===== config.mk =====
export PLATFORM = sky130hd
export DESIGN_NAME = allow_list_table_core
export DESIGN_NICKNAME = d
export VERILOG_FILES = /design/src/hw/rtl/alt_pkg.sv /design/src/hw/rtl/allow_list_table_core.sv /design/src/hw/rtl/alt_code_ram.sv
export SDC_FILE = /design/constraint.sdc
export NUM_CORES = 2
export LEC_CHECK = 0
export BUFFER_PORTS_ARGS = -buffer_cell sky130_fd_sc_hd__buf_2
export CAP_MARGIN = 10
export CORE_ASPECT_RATIO = 2
export CORE_MARGIN = 2
export CORE_UTILIZATION = 34
export DETAILED_ROUTE_END_ITERATION = 10
export GPL_TIMING_DRIVEN = 0
export SKIP_CTS_REPAIR_TIMING = 1
export SYNTH_ARGS = -nofsm -noshare
export SYNTH_HDL_FRONTEND = slang
export SYNTH_HIERARCHICAL = 1
export SYNTH_SLANG_ARGS = --single-unit

===== constraint.sdc =====
create_clock -name aclk -period 7.6 [get_ports aclk]
set_input_delay 0.38 -clock aclk [delete_from_list [all_inputs] [get_ports aclk]]
set_output_delay 0.38 -clock aclk [all_outputs]
set_load 0.01 [all_outputs]

===== src/hw/rtl/alt_pkg.sv =====
package alt_pkg;

    typedef enum logic [2:0] {
        ACT_FIND       = 3'd0,
        ACT_REGISTER   = 3'd1,
        ACT_UNREGISTER = 3'd2,
        ACT_READ       = 3'd3,
        ACT_SAVED      = 3'd4
    } action_t;

    typedef enum logic [1:0] {
        STATUS_OK        = 2'd0,
        STATUS_FULL      = 2'd1,
        STATUS_NOT_FOUND = 2'd2,
        STATUS_BEYOND    = 2'd3
    } status_t;

    typedef enum logic [2:0] {
        ST_IDLE,
        ST_SCAN,
        ST_MOVE_RD,
        ST_MOVE_WR,
        ST_READ,
        ST_OUT
    } state_t;

endpackage


===== src/hw/rtl/allow_list_table_core.sv =====
// Allow-list table of card codes held in a single-port-read RAM with a count and a dirty flag.
// One request word is taken at a time; s_ready is low until its result word has been taken.
// Find, register and unregister scan the stored entries in order, one entry per cycle through
// the RAM read port, and stop at the first match. Unregister of a present code then copies the
// last entry into the freed slot (ST_MOVE_RD, ST_MOVE_WR). Read entry of a position below the
// count fetches the stored word through ST_READ, mark saved clears the dirty flag; each result
// then waits in the output stage until taken. The table starts empty after reset; no clearing pass is run.
module allow_list_table_core #(
    parameter int CAPACITY  = 64,
    parameter int CODE_BITS = 32
) (
    input  logic        aclk,
    input  logic        aresetn,
    input  logic        s_valid,
    output logic        s_ready,
    input  logic [2:0]  s_action,
    input  logic [31:0] s_card_code,
    input  logic [5:0]  s_position,
    output logic        m_valid,
    input  logic        m_ready,
    output logic [1:0]  m_status,
    output logic        m_found,
    output logic [5:0]  m_match_index,
    output logic [31:0] m_entry_code,
    output logic [6:0]  m_entry_count,
    output logic        m_dirty
);

    localparam int IDX_W = (CAPACITY > 1) ? $clog2(CAPACITY) : 1;
    localparam int CNT_W = $clog2(CAPACITY + 1);
    localparam int CW    = (CODE_BITS > 32) ? CODE_BITS : 32;
    localparam int PW    = (CNT_W > 6) ? CNT_W : 6;
    localparam int MW    = (IDX_W > 6) ? IDX_W : 6;
    localparam int EW    = (CNT_W > 7) ? CNT_W : 7;

    alt_pkg::state_t  state_reg, state_next;
    alt_pkg::action_t action_reg, action_next;
    alt_pkg::status_t status_reg, status_next;

    logic [CODE_BITS-1:0] code_reg, code_next;
    logic [CNT_W-1:0]     idx_reg, idx_next;
    logic                 pend_reg, pend_next;
    logic [IDX_W-1:0]     pend_idx_reg, pend_idx_next;
    logic [IDX_W-1:0]     hit_idx_reg, hit_idx_next;
    logic [CNT_W-1:0]     count_reg, count_next;
    logic                 dirty_reg, dirty_next;
    logic                 found_reg, found_next;
    logic [31:0]          entry_reg, entry_next;

    logic                 ram_we;
    logic [IDX_W-1:0]     ram_waddr;
    logic [CODE_BITS-1:0] ram_wdata;
    logic [IDX_W-1:0]     ram_raddr;
    logic [CODE_BITS-1:0] ram_rdata;

    logic [CW-1:0]        card_ext;
    logic [CW-1:0]        rdata_ext;
    logic [PW-1:0]        pos_ext;
    logic [MW-1:0]        hit_ext;
    logic [EW-1:0]        count_ext;
    logic                 scan_hit;

    assign card_ext  = CW'(s_card_code);
    assign rdata_ext = CW'(ram_rdata);
    assign pos_ext   = PW'(s_position);
    assign hit_ext   = MW'(hit_idx_reg);
    assign count_ext = EW'(count_reg);
    assign scan_hit  = pend_reg && (ram_rdata == code_reg);

    alt_code_ram #(
        .DEPTH (CAPACITY),
        .WIDTH (CODE_BITS),
        .AW    (IDX_W)
    ) u_ram (
        .aclk  (aclk),
        .we    (ram_we),
        .waddr (ram_waddr),
        .wdata (ram_wdata),
        .raddr (ram_raddr),
        .rdata (ram_rdata)
    );

    always_ff @(posedge aclk) begin
        if (!aresetn) begin
            state_reg <= alt_pkg::ST_IDLE;
            count_reg <= '0;
            dirty_reg <= 1'b0;
            pend_reg  <= 1'b0;
        end else begin
            state_reg <= state_next;
            count_reg <= count_next;
            dirty_reg <= dirty_next;
            pend_reg  <= pend_next;
        end
    end

    always_ff @(posedge aclk) begin
        action_reg   <= action_next;
        status_reg   <= status_next;
        code_reg     <= code_next;
        idx_reg      <= idx_next;
        pend_idx_reg <= pend_idx_next;
        hit_idx_reg  <= hit_idx_next;
        found_reg    <= found_next;
        entry_reg    <= entry_next;
    end

    always_comb begin
        state_next    = state_reg;
        action_next   = action_reg;
        status_next   = status_reg;
        code_next     = code_reg;
        idx_next      = idx_reg;
        pend_next     = pend_reg;
        pend_idx_next = pend_idx_reg;
        hit_idx_next  = hit_idx_reg;
        count_next    = count_reg;
        dirty_next    = dirty_reg;
        found_next    = found_reg;
        entry_next    = entry_reg;
        ram_we        = 1'b0;
        ram_waddr     = hit_idx_reg;
        ram_wdata     = code_reg;
        ram_raddr     = idx_reg[IDX_W-1:0];

        case (state_reg)
            alt_pkg::ST_IDLE: begin
                if (s_valid) begin
                    action_next  = alt_pkg::action_t'(s_action);
                    code_next    = card_ext[CODE_BITS-1:0];
                    status_next  = alt_pkg::STATUS_OK;
                    found_next   = 1'b0;
                    hit_idx_next = '0;
                    entry_next   = '0;
                    idx_next     = '0;
                    pend_next    = 1'b0;
                    case (alt_pkg::action_t'(s_action))
                        alt_pkg::ACT_FIND,
                        alt_pkg::ACT_REGISTER,
                        alt_pkg::ACT_UNREGISTER: begin
                            state_next = alt_pkg::ST_SCAN;
                        end
                        alt_pkg::ACT_READ: begin
                            if (pos_ext < PW'(count_reg)) begin
                                ram_raddr  = pos_ext[IDX_W-1:0];
                                state_next = alt_pkg::ST_READ;
                            end else begin
                                status_next = alt_pkg::STATUS_BEYOND;
                                state_next  = alt_pkg::ST_OUT;
                            end
                        end
                        alt_pkg::ACT_SAVED: begin
                            dirty_next = 1'b0;
                            state_next = alt_pkg::ST_OUT;
                        end
                        default: begin
                            state_next = alt_pkg::ST_OUT;
                        end
                    endcase
                end
            end
            alt_pkg::ST_SCAN: begin
                if (scan_hit) begin
                    pend_next    = 1'b0;
                    found_next   = 1'b1;
                    hit_idx_next = pend_idx_reg;
                    if (action_reg == alt_pkg::ACT_UNREGISTER) begin
                        count_next = count_reg - CNT_W'(1);
                        dirty_next = 1'b1;
                        state_next = alt_pkg::ST_MOVE_RD;
                    end else begin
                        state_next = alt_pkg::ST_OUT;
                    end
                end else if (idx_reg < count_reg) begin
                    ram_raddr     = idx_reg[IDX_W-1:0];
                    pend_next     = 1'b1;
                    pend_idx_next = idx_reg[IDX_W-1:0];
                    idx_next      = idx_reg + CNT_W'(1);
                end else begin
                    pend_next  = 1'b0;
                    state_next = alt_pkg::ST_OUT;
                    if (action_reg == alt_pkg::ACT_REGISTER) begin
                        if (count_reg == CNT_W'(CAPACITY)) begin
                            status_next = alt_pkg::STATUS_FULL;
                        end else begin
                            ram_we     = 1'b1;
                            ram_waddr  = count_reg[IDX_W-1:0];
                            count_next = count_reg + CNT_W'(1);
                            dirty_next = 1'b1;
                        end
                    end else begin
                        status_next = alt_pkg::STATUS_NOT_FOUND;
                    end
                end
            end
            alt_pkg::ST_MOVE_RD: begin
                ram_raddr  = count_reg[IDX_W-1:0];
                state_next = alt_pkg::ST_MOVE_WR;
            end
            alt_pkg::ST_MOVE_WR: begin
                ram_we     = 1'b1;
                ram_waddr  = hit_idx_reg;
                ram_wdata  = ram_rdata;
                state_next = alt_pkg::ST_OUT;
            end
            alt_pkg::ST_READ: begin
                entry_next = rdata_ext[31:0];
                state_next = alt_pkg::ST_OUT;
            end
            alt_pkg::ST_OUT: begin
                if (m_ready) begin
                    state_next = alt_pkg::ST_IDLE;
                end
            end
            default: begin
                state_next = alt_pkg::ST_IDLE;
            end
        endcase
    end

    assign s_ready       = (state_reg == alt_pkg::ST_IDLE);
    assign m_valid       = (state_reg == alt_pkg::ST_OUT);
    assign m_status      = status_reg;
    assign m_found       = found_reg;
    assign m_match_index = hit_ext[5:0];
    assign m_entry_code  = entry_reg;
    assign m_entry_count = count_ext[6:0];
    assign m_dirty       = dirty_reg;

endmodule


===== src/hw/rtl/alt_code_ram.sv =====
module alt_code_ram #(
    parameter int DEPTH = 64,
    parameter int WIDTH = 32,
    parameter int AW    = 6
) (
    input  logic             aclk,
    input  logic             we,
    input  logic [AW-1:0]    waddr,
    input  logic [WIDTH-1:0] wdata,
    input  logic [AW-1:0]    raddr,
    output logic [WIDTH-1:0] rdata
);

    logic [WIDTH-1:0] mem [DEPTH];

    always_ff @(posedge aclk) begin
        if (we) begin
            mem[waddr] <= wdata;
        end
        rdata <= mem[raddr];
    end

endmodule


After elaboration in Yosys (flattened, before gate mapping)
Memory sizes are Yosys's and may differ from the RTL's. A register that Yosys moved wholly into a read port is not among the register bits.
Cells that the tools add are included.
{ "op_classes": {"addsub": 3, "reduce_logical": 18, "order_cmp": 2, "n_mux": 61, "bitwise_logic": 1, "eq_ne": 28} }
{ "ops": {"columns": ["op", "n"], "rows": [
  ["32-bit 2-to-1 mux", 2],
  ["32-bit one-hot mux with 2 select lines", 1],
  ["6-bit 2-to-1 mux", 10],
  ["7-bit 2-to-1 mux", 8],
  ["32-bit equality test", 1],
  ["6-bit one-hot mux with 2 select lines", 2],
  ["1-bit 2-to-1 mux", 18],
  ["3-bit by 2-bit equality test with 1-bit output, second input constant", 5],
  ["3-bit 2-to-1 mux", 5],
  ["3-bit != test, second input constant", 5],
  ["3-bit one-hot mux with 5 select lines", 1],
  ["7-bit by 1-bit adder with 7-bit output, second input constant", 2],
  ["2-bit 2-to-1 mux", 7],
  ["2-bit != test, second input constant", 7],
  ["7-bit one-hot mux with 2 select lines", 1],
  ["5-bit AND reduction", 2],
  ["3-bit by 1-bit equality test with 1-bit output, second input constant", 3],
  ["3-bit equality test, second input constant", 3],
  ["3-bit AND reduction", 3],
  ["1-bit one-hot mux with 2 select lines", 4],
  ["7-bit equality test, second input constant", 1],
  ["6-bit by 7-bit < comparator with 1-bit output", 1],
  ["7-bit < comparator", 1],
  ["7-bit AND reduction", 1],
  ["12 further kinds", 19]
]} }
{ "word_totals": {"reg_bits": 101, "output_inout_bits": 51, "input_bits": 45, "ramBits": 2048, "mem_count": 1} }
{ "mem_list": {"columns": ["memory", "depth", "width", "read_ports", "rd_ports_with_merged_regs", "write_ports", "line", "rtl"], "rows": [
  ["u_ram.mem", 64, 32, 1, 1, 1, "alt_code_ram.sv:14", "logic [WIDTH-1:0] mem [DEPTH];"]
]} }

Longest topological paths before layout
{ "depth": {"word_depth": 8, "ltp_mapped": 18, "depth_no_buf": 13} }

By module
Netlist, hierarchy kept.
{ "modules_own_cells": {"columns": ["module", "seq_area_each_um2", "cells_per_inst", "area_per_inst_um2", "instances"], "rows": [
  ["alt_code_ram", 62139.6, 3324, 78517.8, 1],
  ["allow_list_table_core", 2912.8, 412, 5172.5, 1]
]} }

Worst setup path before layout
Ideal clock, no wire load.
{ "synth_timing": {"path_type": "reg-to-reg", "start": "reg count_reg[5], in the netlist m_entry_count[5]", "end": "mem u_ram.mem[48][0], enable pin", "setup_ns": 0.461, "t_required_ns": 7.139, "setup_slack_ns": 2.430, "arrival_time_ns": 4.709, "stages_incl_launch_ff": 12, "synth_period_minus_slack_ns": 5.170, "cell_sequence": "dfxtp_1 > inv_1 > ha_1 > or3_1 > a211oi_1 > o21bai_1 > nand3_1 > clkbuf_1 > a22o_1 > clkbuf_1 > nand4b_1 > nor3_1"} }
{ "synth_via": {"elab_cells_between_ends": 14, "classes_between": "1 x order compare; 1 x eq/ne; 12 x mux"} }
{ "synth_lines": {"columns": ["item", "line", "rtl"], "rows": [
  ["start: declaration", "allow_list_table_core.sv:45", "logic [CNT_W-1:0] count_reg, count_next;"],
  ["start signal: assignment", "allow_list_table_core.sv:91", "count_reg <= count_next;"],
  ["branches (longest 3 deep; another with 7-bit < comparator)", null, null],
  ["6-bit 2-to-1 mux *", "allow_list_table_core.sv:174", "end else if (idx_reg < count_reg) begin"],
  ["6-bit 2-to-1 mux *", "allow_list_table_core.sv:163", "if (scan_hit) begin"],
  ["6-bit 2-to-1 mux *", "allow_list_table_core.sv:126", "case (state_reg)"],
  ["named net ram_waddr[4]", "allow_list_table_core.sv:51", "logic [IDX_W-1:0] ram_waddr;"],
  ["end: declaration", "alt_code_ram.sv:14", null]
]} }
Mark *: on every way through the listed nets, which the timed path passes.

Final worst setup path
{ "layout_timing": {"start": "reg count_reg[1], in the netlist m_entry_count[1]", "end": "reg u_ram.rdata[12], read port of u_ram.mem"} }
{ "layout_via": {"elab_chain_cells": 5} }
{ "layout_rtl": {"columns": ["item", "line", "rtl"], "rows": [
  ["6-bit by 7-bit < comparator with 1-bit output", "allow_list_table_core.sv:144", "if (pos_ext < PW'(count_reg)) begin"],
  ["6-bit 2-to-1 mux", "allow_list_table_core.sv:144", null],
  ["6-bit 2-to-1 mux", "allow_list_table_core.sv:137", "case (alt_pkg::action_t'(s_action))"],
  ["6-bit 2-to-1 mux", "allow_list_table_core.sv:128", "if (s_valid) begin"],
  ["6-bit one-hot mux with 2 select lines *", "allow_list_table_core.sv:126", null],
  ["named net ram_raddr[1]", "allow_list_table_core.sv:53", "logic [IDX_W-1:0] ram_raddr;"],
  ["end: declaration", "alt_code_ram.sv:11", "output logic [WIDTH-1:0] rdata"]
]} }
Mark *: on every way through the listed nets, which the timed path passes. The rest lies on a longest branch.
A chain may end at the register's enable or synchronous reset.

==> impl_metrics.csv <==
group,metric,value,unit
run_status,status,"complete, no violations",
cells_and_area,largest_register_ffs,2048,
global_routing,grt_use_total,22.0,%
synthesis,synth_cells,3736,
clocking,cts-root-buf,"clkbuf_16",
global_routing,grt_pass1_vias,43058,
synthesis,syn_nets,3799,
clocking,h-tree-depth,4,
route,drc,0,
synthesis,synth_edf_count,2137,
timing,hold_viol,0,
synthesis,synth_ff_type,"edfxtp_1",
floorplanning,start_util,34.2,%
worst_setup_path,crit_slowest_cell,"a21oi_1",
clocking,cts_tree,"built",
clocking,clock_sinks,2181,
floorplanning,io_pins,96,
timing,max_freq,151,MHz
worst_setup_path,path_cells,"inv_1, ha_1, a21o_1, a21oi_1, o22a_1, and3_1, o21a_1, o221a_2, buf_2, buf_2, buf_2, clkbuf_1, buf_2, mux2i_1, a21oi_1, a21oi_1, nor2_1",
timing,timing.final.crit_share,87.1,%
global_routing,grt_pass1_wl,370000,um
route,dr_wl_met3,15900,um
synthesis,synth-seq-area-share,77.7,%
clocking,clkLatencyLatePin,0.85,ns
route,met2_length,147000,um
worst_setup_path,start_kind,"flip-flop",
cells_and_area,multi_input_area,18200,sq um
worst_setup_path,reg2reg_depth,17,
route,avgRoutedWirePerCell,36.8,um
worst_setup_path,cpPeakStageDelay,1.07,ns
route,viasPerCell,5.60,
timing,skew,0.0629,ns
power_and_ir_drop,power.leakage,0.0299,uW
floorplanning,core_area,245000,sq um
synthesis,synthDistinctLibCells,63,
route,vias,42206,
worst_setup_path,cp.depth,17,
clocking,cts_buffers,175,
hold_path,min_path_cells,4,
cells_and_area,drive_above_1_share,28.3,%
worst_setup_path,end_kind,"flip-flop",
synthesis,async_reset_ff_share,0,%
cells_and_area,seqCellArea,65100,sq um
route,m1WireLength,82000,um
worst_setup_path,crit_path_frequent_cell,"buf_2",
synthesis,synth_top_area_share,76.7,%
clocking,ctsLongestPathBuffers,4,
placed_design,hpwlAfterDp,196000,um
timing,worst_slew_pin_slew,1.38,ns
worst_setup_path,crit_type,"flip-flop to flip-flop",
global_routing,antenna_found_initial,17,
timing,slew_headroom,7.99,%
route,dr.pass1.iters,7,
job,max-cap-violations,0,
route,drt-total-wl,278000,um
clocking,clkTransAtPathRegs,0.07,ns
hold_path,hold_path_class,"primary input to flip-flop",
worst_setup_path,critPathRequiredTime,8.34,ns
synthesis,synth.area.top_cells,"edfxtp_1 77%, mux4_2 15%, mux2i_1 1.1%, dfxtp_1 1.1%, nor2_1 0.68%",
global_routing,grt_overflow,0,
worst_setup_path,worst-path-buf-inv,6,
global_routing,grt_max_degree,65,
floorplanning,rows,257,
cells_and_area,area_delta_synth_final,16.0,%
worst_setup_path,worstPathArrival,7.36,ns
placed_design,gp_congestion,0.937,
power_and_ir_drop,fin_total_pwr,29500,uW
power_and_ir_drop,peakVddDrop,0.259,mV
floorplanning,die_w,355,um
route,top_layer,"met4",
floorplanning,dieArea,250000,sq um
floorplanning,die_h,706,um
timing,tns,0,ns
cells_and_area,fillers,21562,
cells_and_area,fin_nets,4235,
synthesis,synth_area,83700,sq um
cells_and_area,regMostFlops,"u_ram/mem",
power_and_ir_drop,power.density,304,nW/um^2
route,ant_nets,0,
synthesis,synth_top_area_cell,"edfxtp_1",
placed_design,port_buffers,95,
timing,period_minus_slack,6.62,ns
synthesis,ys_ff_latch,2181,
timing,report.final.slew_viol_count,0,
route,drt-initial-drc-count,5367,
worst_setup_path,path_delay_family,"buffers and inverters",
timing,rsz0062_at_grt,"false",
synthesis,yosys_warnings,6,
synthesis,avgSynthCellArea,22.4,sq um
worst_setup_path,cp_max_fo,10,
timing,setup_viol,0,
## worst paths after layout
check | start | end | slack, ns
min | s_valid | pend_reg | 0.1
max | m_entry_count[1] | u_ram/rdata[12] | 0.98
max reg2reg | m_entry_count[1] | u_ram/rdata[12] | 0.98
min reg2reg | pend_idx_reg[0] | m_match_index[0] | 0.55
## cells in the mapped netlist (all sizes together), types with 10 or more instances
cell type	instances
nand2	47
a21oi	76
o22ai	84
mux2	32
clkbuf	86
buf	109
o221ai	28
and3	16
nand3	19
and2	34
mux2i	93
inv	12
dfxtp	44
nor2b	16
ha	17
nor2	151
xnor2	38
mux4	544
a311oi	10
a22oi	12
nor3	13
nand2b	12
edfxtp	2137
nand4	20
## metrics by stage
step                cell area, sq um  cells  util, %  worst slack (ns)  hold WS, ns
floorplan                      83700   3736        -              2.43        0.461
global placement               88200   7068     36.0             -2.44        0.539
detailed placement             91000   7182     37.1              1.10        0.547
CTS                            96500   7487     39.4              1.05       -0.329
global route                   97100   7539     39.6              1.08        0.129
finish                         97100   7543     39.6             0.982       0.0970
## worst min-delay path, stage by stage
cell and delay (ns):
buf_2 0.13, nand2_1 0.17, nand3_1 0.14, a21oi_1 0.06
## layer usage
metal | track usage [%] | vias up
met5 | 0 | -
met4 | 20.7 | 0
met3 | 2.90 | 710
met2 | 40.1 | 2122
met1 | 21.2 | 22754
li1 | - | 16620
## cell families (layout without fill, tap and decap cells)
kind of cell / Yosys count / in the layout / synth area share (%)
AO/OA/AOI/OAI: 259 / 259 / 2.06
XOR/XNOR: 41 / 41 / 0.429
adder cells (fa/ha/maj): 18 / 18 / 0.278
buffers and inverters: 208 / 772 / 1.19
flip-flops: 2181 / 2181 / 77.7
multiplexers: 669 / 669 / 16.2
other: 0 / 6 / 0
AND/OR/NAND/NOR: 360 / 360 / 2.13
## cell usage in the layout, fill, tap and decap left out, types with 10 or more instances in the layout
master / instances
a21oi_1: 70
a22oi_1: 12
and2_1: 34
and3_1: 14
buf_1: 19
buf_12: 77
buf_16: 16
buf_2: 155
buf_4: 26
buf_6: 17
buf_8: 21
bufinv_16: 17
clkbuf_1: 112
clkbuf_16: 178
clkinv_1: 41
clkinv_2: 26
dfxtp_1: 44
dlygate4sd3_1: 37
edfxtp_1: 2137
ha_1: 17
inv_1: 11
mux2_2: 16
mux2_4: 16
mux2i_1: 93
mux4_2: 544
nand2_1: 47
nand2b_1: 12
nand3_1: 18
nand4_1: 20
nor2_1: 89
nor2_4: 62
nor2b_1: 16
nor3_1: 10
o221ai_1: 28
o22ai_1: 84
xnor2_1: 38
## power by group
group | switching (uW) | internal (uW) | leakage [uW]
Sequential | 150 | 13600 | 0.0196
Clock | 4230 | 4900 | 0.00269
Combinational | 4430 | 2210 | 0.00759
Total | 8810 | 20700 | 0.0299
## final cells by class
class,count,area share (%)
sequential,2181,67.0
antenna,6,0.0155
clock buffer,214,4.76
buffer,195,0.986
clock inverter,91,0.906
timing repair buffer,259,3.37
tap,3237,4.17
inverter,13,0.0503
multi-input combinational,1347,18.7
Power figures use the tool's default switching activity.
